`src/hdl/hms_pkg.sv`:
```
// hms_pkg: item types, key codes and divide constants for the countdown timer.
// No dependencies; used by hms_ctrl, hms_split and hms_countdown_timer.
package hms_pkg;

   localparam int REM_W  = 28;   // remaining seconds
   localparam int ACC_W  = 16;   // digit accumulators
   localparam int HOUR_W = 17;

   // event kinds
   localparam logic FUNC_TICK = 1'b0;
   localparam logic FUNC_KEY  = 1'b1;

   // key codes (ASCII)
   localparam logic [7:0] KEY_C    = 8'h63;  // 'c'
   localparam logic [7:0] KEY_ZERO = 8'h30;  // '0'
   localparam logic [7:0] KEY_NINE = 8'h39;  // '9'
   localparam logic [7:0] KEY_PLUS = 8'h2B;  // '+'

   localparam logic [REM_W-1:0] SECS_PER_HOUR = 28'd3600;
   localparam logic [REM_W-1:0] SECS_PER_MIN  = 28'd60;

   // x/3600 = (x>>4)/225; 24-bit dividend, reciprocal ceil(2^32/225), shift 32
   localparam logic [24:0] HOUR_RECIP = 25'd19088744;
   // r/60 = (r>>2)/15 for r < 3600; 10-bit dividend, ceil(2^14/15), shift 14
   localparam logic [10:0] MIN_RECIP  = 11'd1093;

   typedef struct packed {
      logic       func;
      logic [7:0] key_code;
   } req_type;

   typedef struct packed {
      logic [REM_W-1:0]  remaining_seconds;
      logic [HOUR_W-1:0] hours;
      logic [5:0]        minutes;
      logic [5:0]        seconds;
      logic [1:0]        phase_now;
      logic              counting;
      logic              paused_led;
      logic              expired_led;
   } rsp_type;

   // timer state after an item, handed from control to the split pipeline
   typedef struct packed {
      logic [REM_W-1:0] remaining;
      logic [1:0]       phase;
      logic             running;
      logic             paused;
      logic             expired;
   } status_type;

endpackage

```
`src/hdl/hms_ctrl.sv`:
```
// hms_ctrl: entry and run state of the timer, updated once per accepted item.
// Depends on hms_pkg.
module hms_ctrl (
   input  logic                clock,
   input  logic                reset,
   input  logic                accept,
   input  hms_pkg::req_type    req,
   output hms_pkg::status_type status_out
);
   import hms_pkg::*;

   typedef enum logic [1:0] {
      PH_HOUR = 2'd0,
      PH_MIN  = 2'd1,
      PH_SEC  = 2'd2,
      PH_RUN  = 2'd3
   } phase_type;

   phase_type        phase_ff, phase_in;
   logic [ACC_W-1:0] hour_acc_ff, hour_acc_in;
   logic [ACC_W-1:0] minute_acc_ff, minute_acc_in;
   logic [ACC_W-1:0] second_acc_ff, second_acc_in;
   logic [REM_W-1:0] remaining_ff, remaining_in;
   logic [REM_W-1:0] reload_ff, reload_in;
   logic             running_ff, running_in;
   logic             paused_ff, paused_in;
   logic             expired_ff, expired_in;

   logic             is_digit;
   logic [3:0]       digit;

   // acc * 10 + digit, wrapping at the accumulator width
   function automatic logic [ACC_W-1:0] acc10(input logic [ACC_W-1:0] acc,
                                              input logic [3:0] d);
      acc10 = (acc << 3) + (acc << 1) + ACC_W'(d);
   endfunction

   assign is_digit = (req.key_code >= KEY_ZERO) && (req.key_code <= KEY_NINE);
   assign digit    = 4'(req.key_code - KEY_ZERO);

   // next state for the item at the input
   always_comb begin
      phase_in      = phase_ff;
      hour_acc_in   = hour_acc_ff;
      minute_acc_in = minute_acc_ff;
      second_acc_in = second_acc_ff;
      remaining_in  = remaining_ff;
      reload_in     = reload_ff;
      running_in    = running_ff;
      paused_in     = paused_ff;
      expired_in    = expired_ff;

      if (req.func == FUNC_TICK) begin
         if (phase_ff == PH_RUN && running_ff) begin
            if (remaining_ff == '0) begin
               running_in = 1'b0;
               expired_in = 1'b1;
            end else begin
               remaining_in = remaining_ff - 1'b1;
            end
         end
      end else if (phase_ff == PH_RUN) begin
         case (req.key_code)
            KEY_C: begin
               running_in = paused_ff;
               paused_in  = ~paused_ff;
            end
            KEY_ZERO: begin
               remaining_in = reload_ff;
               expired_in   = 1'b0;
               paused_in    = 1'b1;
               running_in   = 1'b0;
            end
            default: ;
         endcase
      end else if (is_digit) begin
         case (phase_ff)
            PH_HOUR: hour_acc_in   = acc10(hour_acc_ff, digit);
            PH_MIN:  minute_acc_in = acc10(minute_acc_ff, digit);
            default: second_acc_in = acc10(second_acc_ff, digit);
         endcase
      end else if (req.key_code == KEY_C) begin
         case (phase_ff)
            PH_HOUR: begin
               remaining_in = remaining_ff + REM_W'(hour_acc_ff) * SECS_PER_HOUR;
               phase_in     = PH_MIN;
            end
            PH_MIN: begin
               remaining_in = remaining_ff + REM_W'(minute_acc_ff) * SECS_PER_MIN;
               phase_in     = PH_SEC;
            end
            default: begin
               remaining_in = remaining_ff + REM_W'(second_acc_ff);
               reload_in    = remaining_ff + REM_W'(second_acc_ff);
               phase_in     = PH_RUN;
               running_in   = 1'b1;
            end
         endcase
      end else if (req.key_code == KEY_PLUS) begin
         phase_in   = PH_RUN;
         running_in = 1'b1;
      end
   end

   // state registers
   always_ff @(posedge clock) begin
      if (reset) begin
         phase_ff      <= PH_HOUR;
         hour_acc_ff   <= '0;
         minute_acc_ff <= '0;
         second_acc_ff <= '0;
         remaining_ff  <= '0;
         reload_ff     <= '0;
         running_ff    <= 1'b0;
         paused_ff     <= 1'b0;
         expired_ff    <= 1'b0;
      end else if (accept) begin
         phase_ff      <= phase_in;
         hour_acc_ff   <= hour_acc_in;
         minute_acc_ff <= minute_acc_in;
         second_acc_ff <= second_acc_in;
         remaining_ff  <= remaining_in;
         reload_ff     <= reload_in;
         running_ff    <= running_in;
         paused_ff     <= paused_in;
         expired_ff    <= expired_in;
      end
   end

   assign status_out.remaining = remaining_in;
   assign status_out.phase     = phase_in;
   assign status_out.running   = running_in;
   assign status_out.paused    = paused_in;
   assign status_out.expired   = expired_in;

`ifndef SYNTHESIS
   // run flags stay clear until entry is over
   a_entry_flags: assert property (@(posedge clock) disable iff (reset)
      (phase_ff != PH_RUN) |-> (!running_ff && !paused_ff && !expired_ff))
      else $error("run flag set during entry");

   // a counting tick above zero takes exactly one second off
   a_tick_dec: assert property (@(posedge clock) disable iff (reset)
      (accept && req.func == FUNC_TICK && phase_ff == PH_RUN && running_ff
       && remaining_ff != '0)
      |=> (remaining_ff == $past(remaining_ff) - 1'b1))
      else $error("tick did not decrement");

   // state moves only on an accepted item
   a_hold: assert property (@(posedge clock) disable iff (reset)
      !accept |=> ($stable(remaining_ff) && $stable(phase_ff) && $stable(reload_ff)))
      else $error("state changed without an item");
`endif

endmodule

```
`src/hdl/hms_split.sv`:
```
// hms_split: five-stage pipeline that splits the remaining time into h/m/s
// by reciprocal multiplication, with the registered result stage.
// Depends on hms_pkg.
module hms_split (
   input  logic                clock,
   input  logic                reset,
   input  logic                accept,
   input  hms_pkg::status_type status_in,
   output logic                take,
   output logic                rsp_valid,
   input  logic                rsp_stall,
   output hms_pkg::rsp_type    rsp_data
);
   import hms_pkg::*;

   logic v1_ff, v2_ff, v3_ff, v4_ff, v5_ff;
   logic rdy1, rdy2, rdy3, rdy4, rdy5;

   status_type        st1_ff, st2_ff, st3_ff, st4_ff;
   logic [HOUR_W-1:0] q2_ff, q3_ff, q4_ff;
   logic [HOUR_W-1:0] q2_in;
   logic [11:0]       r3_ff, r4_ff, r3_in;
   logic [5:0]        mn4_ff, mn4_in;
   logic [5:0]        sec_in;
   logic [48:0]       prod_h;
   logic [20:0]       prod_m;
   rsp_type           rsp_ff, rsp_in;

   // a stage takes new data when empty or when its content moves on
   assign rdy5 = ~v5_ff | ~rsp_stall;
   assign rdy4 = ~v4_ff | rdy5;
   assign rdy3 = ~v3_ff | rdy4;
   assign rdy2 = ~v2_ff | rdy3;
   assign rdy1 = ~v1_ff | rdy2;
   assign take = rdy1;

   // stage 1 -> 2: hours
   assign prod_h = 49'(st1_ff.remaining[REM_W-1:4]) * 49'(HOUR_RECIP);
   assign q2_in  = prod_h[48:32];

   // stage 2 -> 3: seconds within the hour
   assign r3_in = 12'(st2_ff.remaining - REM_W'(q2_ff) * SECS_PER_HOUR);

   // stage 3 -> 4: minutes
   assign prod_m = 21'(r3_ff[11:2]) * 21'(MIN_RECIP);
   assign mn4_in = prod_m[19:14];

   // stage 4 -> 5: seconds and result assembly
   assign sec_in = 6'(r4_ff - 12'(mn4_ff) * 12'(SECS_PER_MIN));

   always_comb begin
      rsp_in.remaining_seconds = st4_ff.remaining;
      rsp_in.hours             = q4_ff;
      rsp_in.minutes           = mn4_ff;
      rsp_in.seconds           = sec_in;
      rsp_in.phase_now         = st4_ff.phase;
      rsp_in.counting          = st4_ff.running;
      rsp_in.paused_led        = st4_ff.paused;
      rsp_in.expired_led       = st4_ff.expired;
   end

   // valid bits
   always_ff @(posedge clock) begin
      if (reset) begin
         v1_ff <= 1'b0;
         v2_ff <= 1'b0;
         v3_ff <= 1'b0;
         v4_ff <= 1'b0;
         v5_ff <= 1'b0;
      end else begin
         if (rdy1) v1_ff <= accept;
         if (rdy2) v2_ff <= v1_ff;
         if (rdy3) v3_ff <= v2_ff;
         if (rdy4) v4_ff <= v3_ff;
         if (rdy5) v5_ff <= v4_ff;
      end
   end

   // payload registers
   always_ff @(posedge clock) begin
      if (rdy1 && accept) st1_ff <= status_in;
      if (rdy2) begin
         st2_ff <= st1_ff;
         q2_ff  <= q2_in;
      end
      if (rdy3) begin
         st3_ff <= st2_ff;
         q3_ff  <= q2_ff;
         r3_ff  <= r3_in;
      end
      if (rdy4) begin
         st4_ff <= st3_ff;
         q4_ff  <= q3_ff;
         r4_ff  <= r3_ff;
         mn4_ff <= mn4_in;
      end
      if (rdy5) rsp_ff <= rsp_in;
   end

   assign rsp_valid = v5_ff;
   assign rsp_data  = rsp_ff;

`ifndef SYNTHESIS
   // split fields are in range
   a_range: assert property (@(posedge clock) disable iff (reset)
      rsp_valid |-> (rsp_ff.minutes < 6'd60 && rsp_ff.seconds < 6'd60))
      else $error("minutes or seconds out of range");

   // h/m/s add back up to the total
   a_sum: assert property (@(posedge clock) disable iff (reset)
      rsp_valid |-> (REM_W'(rsp_ff.hours) * SECS_PER_HOUR
                     + REM_W'(rsp_ff.minutes) * SECS_PER_MIN
                     + REM_W'(rsp_ff.seconds) == rsp_ff.remaining_seconds))
      else $error("h/m/s do not match remaining seconds");

   // an accepted item always lands in the first stage
   a_enter: assert property (@(posedge clock) disable iff (reset)
      (accept && take) |=> v1_ff)
      else $error("accepted item lost at pipeline entry");
`endif

endmodule

```
`src/hdl/hms_countdown_timer.sv`:
```
// hms_countdown_timer: top level of the h/m/s countdown timer.
// Depends on hms_pkg, hms_ctrl and hms_split.
//
//   channel   dir   handshake             payload
//   req_      in    req_valid/req_stall   req_data  (hms_pkg::req_type)
//   rsp_      out   rsp_valid/rsp_stall   rsp_data  (hms_pkg::rsp_type)
//
// One item per cycle while req_stall is low; each item's result passes through
// the five-stage h/m/s split (two reciprocal multiplies, each registered).
// Timer state updates at the accepting edge, so back-to-back items chain.
// req_stall rises only when all five pipeline stages hold items and rsp_stall
// is high. Synchronous reset clears state and empties the pipeline.
module hms_countdown_timer (
   input  logic             clock,
   input  logic             reset,
   input  logic             req_valid,
   output logic             req_stall,
   input  hms_pkg::req_type req_data,
   output logic             rsp_valid,
   input  logic             rsp_stall,
   output hms_pkg::rsp_type rsp_data
);
   import hms_pkg::*;

   logic       take;
   logic       accept;
   status_type status;

   assign req_stall = ~take;
   assign accept    = req_valid & take;

   hms_ctrl u_ctrl (
      .clock      (clock),
      .reset      (reset),
      .accept     (accept),
      .req        (req_data),
      .status_out (status)
   );

   hms_split u_split (
      .clock     (clock),
      .reset     (reset),
      .accept    (accept),
      .status_in (status),
      .take      (take),
      .rsp_valid (rsp_valid),
      .rsp_stall (rsp_stall),
      .rsp_data  (rsp_data)
   );

endmodule

```
`config.mk`:
```
export PLATFORM = sky130hd
export DESIGN_NAME = hms_countdown_timer
export DESIGN_NICKNAME = d
export VERILOG_FILES = /design/src/hdl/hms_pkg.sv /design/src/hdl/hms_ctrl.sv /design/src/hdl/hms_split.sv /design/src/hdl/hms_countdown_timer.sv
export SDC_FILE = /design/constraint.sdc
export NUM_CORES = 2
export LEC_CHECK = 0
export BUFFER_PORTS_ARGS = -buffer_cell sky130_fd_sc_hd__buf_2
export CAP_MARGIN = 15
export CORE_MARGIN = 3
export CORE_UTILIZATION = 31
export CTS_CLUSTER_SIZE = 30
export DETAILED_ROUTE_END_ITERATION = 7
export GPL_ROUTABILITY_DRIVEN = 0
export SYNTH_ARGS = -nofsm -noshare
export SYNTH_HDL_FRONTEND = slang
export SYNTH_HIERARCHICAL = 1
export SYNTH_SLANG_ARGS = --single-unit
```
`constraint.sdc`:
```
create_clock -name clock -period 6.25 [get_ports clock]
set_input_delay 1.875 -clock clock [delete_from_list [all_inputs] [get_ports clock]]
set_output_delay 1.875 -clock clock [all_outputs]
set_load 0.005 [all_outputs]
```
==> impl_metrics.tcl <==
set metrics [dict create \
    status "finished clean" \
    tns_ns 0 \
    grt_pass1_vias 22800 \
    synth.distinct_cells 92 \
    comb_power_share_pct 53.1 \
    synth_top_family_by_area "adder cells" \
    cp.required_ns 6.69 \
    synth_fa_ha_area_share_pct 34.1 \
    wl_met2_um 35200 \
    antenna_found_initial 2 \
    num-fill-cells 10200 \
    synth_top_area_share_pct 24.2 \
    critPathMaxFanout 7 \
    relSlewSlack_pct 46.7 \
    die_area_um2 107000 \
    path_buf_inv 4 \
    synth_top_area_cell "edfxtp_1" \
    worst_setup_path_start_kind "flop" \
    hp-class "reg2reg" \
    r2r_start "u_split/st1_ff[25]" \
    ant_nets 0 \
    avgSynthCellArea_um2 10.3 \
    port_buffers 76 \
    fin_crit_ns 6.08 \
    end_kind "flop" \
    final_max_slew_viol_count 0 \
    final_cells 4644 \
    max-vdd-ir-drop_v 0.000289 \
    worst_pin_slew_ns 0.795 \
    drc 0 \
    hold_buffers 0 \
    slowest_stage "edfxtp_1" \
    areaGrowthSynthToFinish_pct 11.9 \
    synthSimpleGateAreaFrac_pct 10.0 \
    pwr-share-seq_pct 27.4 \
    clock_path_buffers 3 \
    path_cells "ha_1, fa_1, ha_1, inv_1, fa_1, inv_1, fa_1, fa_1, inv_1, fa_1, inv_1, ha_1, a21oi_1, o21ai_0, a41o_1, nor3b_1, a21oi_1, o21a_2, or4_1, nand4_1" \
    clock_skew_ns 0.0181 \
    cpPeakStageDelay_ns 0.56 \
    p_sw_share_pct 39.5 \
    cp.arrival_ns 6.51 \
    cp_common_cell "fa_1" \
    synthMuxAreaShare_pct 1.03 \
    cts_tree "done" \
    die_height_um 328 \
    synth.yosys.seq_area_share_pct 31.3 \
    drive_above_1_share_pct 8.82 \
    grt_use_total_pct 14.2 \
    clock_power_share_pct 19.5 \
    crit_start "u_split/st1_ff[25]" \
    wl_per_cell_um 16.4 \
    nets 3996 \
    place_hpwl_um 60200 \
    fin_util_pct 35.1 \
    yosysWarnings 6 \
    h-tree-depth 2 \
    route.top_layer_used "met4" \
    path_class "reg2reg" \
    syn-num-nets 3879 \
    clock-sinks 373 \
    synth-edff-count 259 \
    num_rows 117 \
    drv_cap 0 \
    grt_max_degree 61 \
    core_region_area_um2 102000 \
    grt_pass1_wl_um 123000 \
    viasPerCell 4.90 \
    drt-initial-drc-count 1488 \
    first_pass_iters 6 \
    post-route-period-util_pct 97.2 \
    synth_seq_cells 373 \
    die_x_um 328 \
    crit_family "adder cells" \
    num_vias 22700 \
    wirelength_um 76000 \
    wl_met1_um 35100 \
    ctsRootBufferMaster "clkbuf_16" \
    p_sw_w 0.00498 \
    synthCells 3125 \
    fmax_ghz 0.165 \
    setup_violations 0 \
    powerDensity_nw_per_um2 351 \
    worstSkewPairLatency_ns 0.58 \
    io_pins 77 \
    synth_ff_type "edfxtp_1" \
    dr_wl_met3_um 4010 \
    synth_area_um2 32100 \
    synth_xor_area_share_pct 4.83 \
    cts_buffers 41 \
    p_int_w 0.00762 \
    dp_cells 4551 \
    synthArstFlopShare_pct 0 \
    min_from "u_split/st3_ff[5]" \
    synthTopCellsByArea "edfxtp_1 (24%), ha_1 (20%), fa_1 (14%), dfxtp_1 (7.1%), inv_1 (4.6%)" \
    clk_pin_slew_ns 0.06 \
    p_leak_nw 17.1 \
    initial_core_util_pct 31.4 \
    synth_compound_area_share_pct 13.0 \
    overflow 0 \
    hold_violations 0 \
]
## sequential cells by signal, indices dropped and copies added (netlist names), 17 cells and up
signal / cells
u_split/rsp_in: 33
u_split/st1_ff: 33
u_ctrl/reload_ff: 28
u_split/q3_ff: 17
u_split/st3_ff: 33
u_ctrl/remaining_ff: 28
u_split/q4_ff: 17
u_split/st2_ff: 33
u_split/q2_ff: 17
u_split/rsp_data: 60
## area by class of cell
type / count / area [um^2] / share of cell area [%]
Multi-Input combinational cell: 2272 / 20300 / 56.5
Sequential cell: 373 / 10100 / 28.0
Tap cell: 1368 / 1710 / 4.76
Inverter: 397 / 1490 / 4.15
Clock buffer: 53 / 1130 / 3.15
Timing Repair Buffer: 157 / 995 / 2.77
Clock inverter: 23 / 226 / 0.630
Antenna cell: 1 / 2.50 / 0.00696
## worst paths after layout
kind	end	slack (ns)	cells after the start
max reg2reg	u_split/q2_ff[14]	0.17	20
min	u_split/rsp_in[34]	0.41	0
max	u_split/q2_ff[14]	0.17	20
min reg2reg	u_split/rsp_in[34]	0.41	0
## metrics by stage
stage,power (W),cell area [um^2],setup slack [ns],hold slack [ns]
2_1_floorplan,0.00847,32100,0.474,0.400
3_3_place_gp,0.0101,34400,0.190,0.400
3_5_place_dp,0.0102,34400,0.0706,0.405
4_1_cts,0.0128,35700,0.0528,0.406
5_1_grt,0.0139,35900,-0.0117,0.424
6_report,0.0126,35900,0.173,0.414
## cell usage after synthesis (all sizes together) (20+ instances only)
master  count
o21ai     109
inv       396
o211ai     20
a21oi     220
nand2b     21
nand4      24
fa        223
nor2b      21
o21a       22
or3        21
nand2     218
xor2       53
clkbuf     68
xnor2     124
nor3       54
mux2i      24
dfxtp     114
a31oi      20
o21bai     20
nor2      189
ha        518
nand3      43
a211oi     39
edfxtp    259
and3       27
a21o       75
## cells by family after synthesis
kind of cell	after synthesis
DFF	373
adders and majority gates	741
and+or+nand+nor	678
buffers and inverters	480
muxes	32
xor gates and xnor gates	177
AOI/OAI and AO/OA	644
## power by group through the flow
stage	Combinational [W]	Clock, W	Sequential [W]
floorplan	0.00503	0	0.00344
global placement	0.00658	0	0.00350
detailed placement	0.00669	0	0.00352
CTS	0.00676	0.00254	0.00347
global route	0.00776	0.00264	0.00349
finish	0.00669	0.00246	0.00345
## repair_timing
item                                    in CTS  in global routing
resized for setup                            0                 23
setup buffers                                0                 15
endpoints found under the setup margin       0                 23
## cell usage in the layout, fill, tap and decap left out, types with 24 or more instances in the layout
master and instances:
o21ai_0 103, edfxtp_1 259, xnor2_1 124, a211oi_1 34, a21oi_1 215, nand2_1 216
nor2_1 189, and3_1 26, buf_4 81, nand4_1 24, nand3_1 42, mux2i_1 24
clkbuf_16 42, ha_1 517, nor3_1 50, fa_1 223, xor2_1 53, inv_1 394
a21o_1 74, buf_2 75, dfxtp_1 111
## routing by layer
| metal | track usage [%] | up-vias |
|---|---|---|
| met5 | 0 | - |
| met4 | 3.33 | 0 |
| met3 | 2.18 | 105 |
| met2 | 23.7 | 505 |
| met1 | 19.2 | 10900 |
| li1 | - | 11200 |
(Power assumes the default switching activity.)
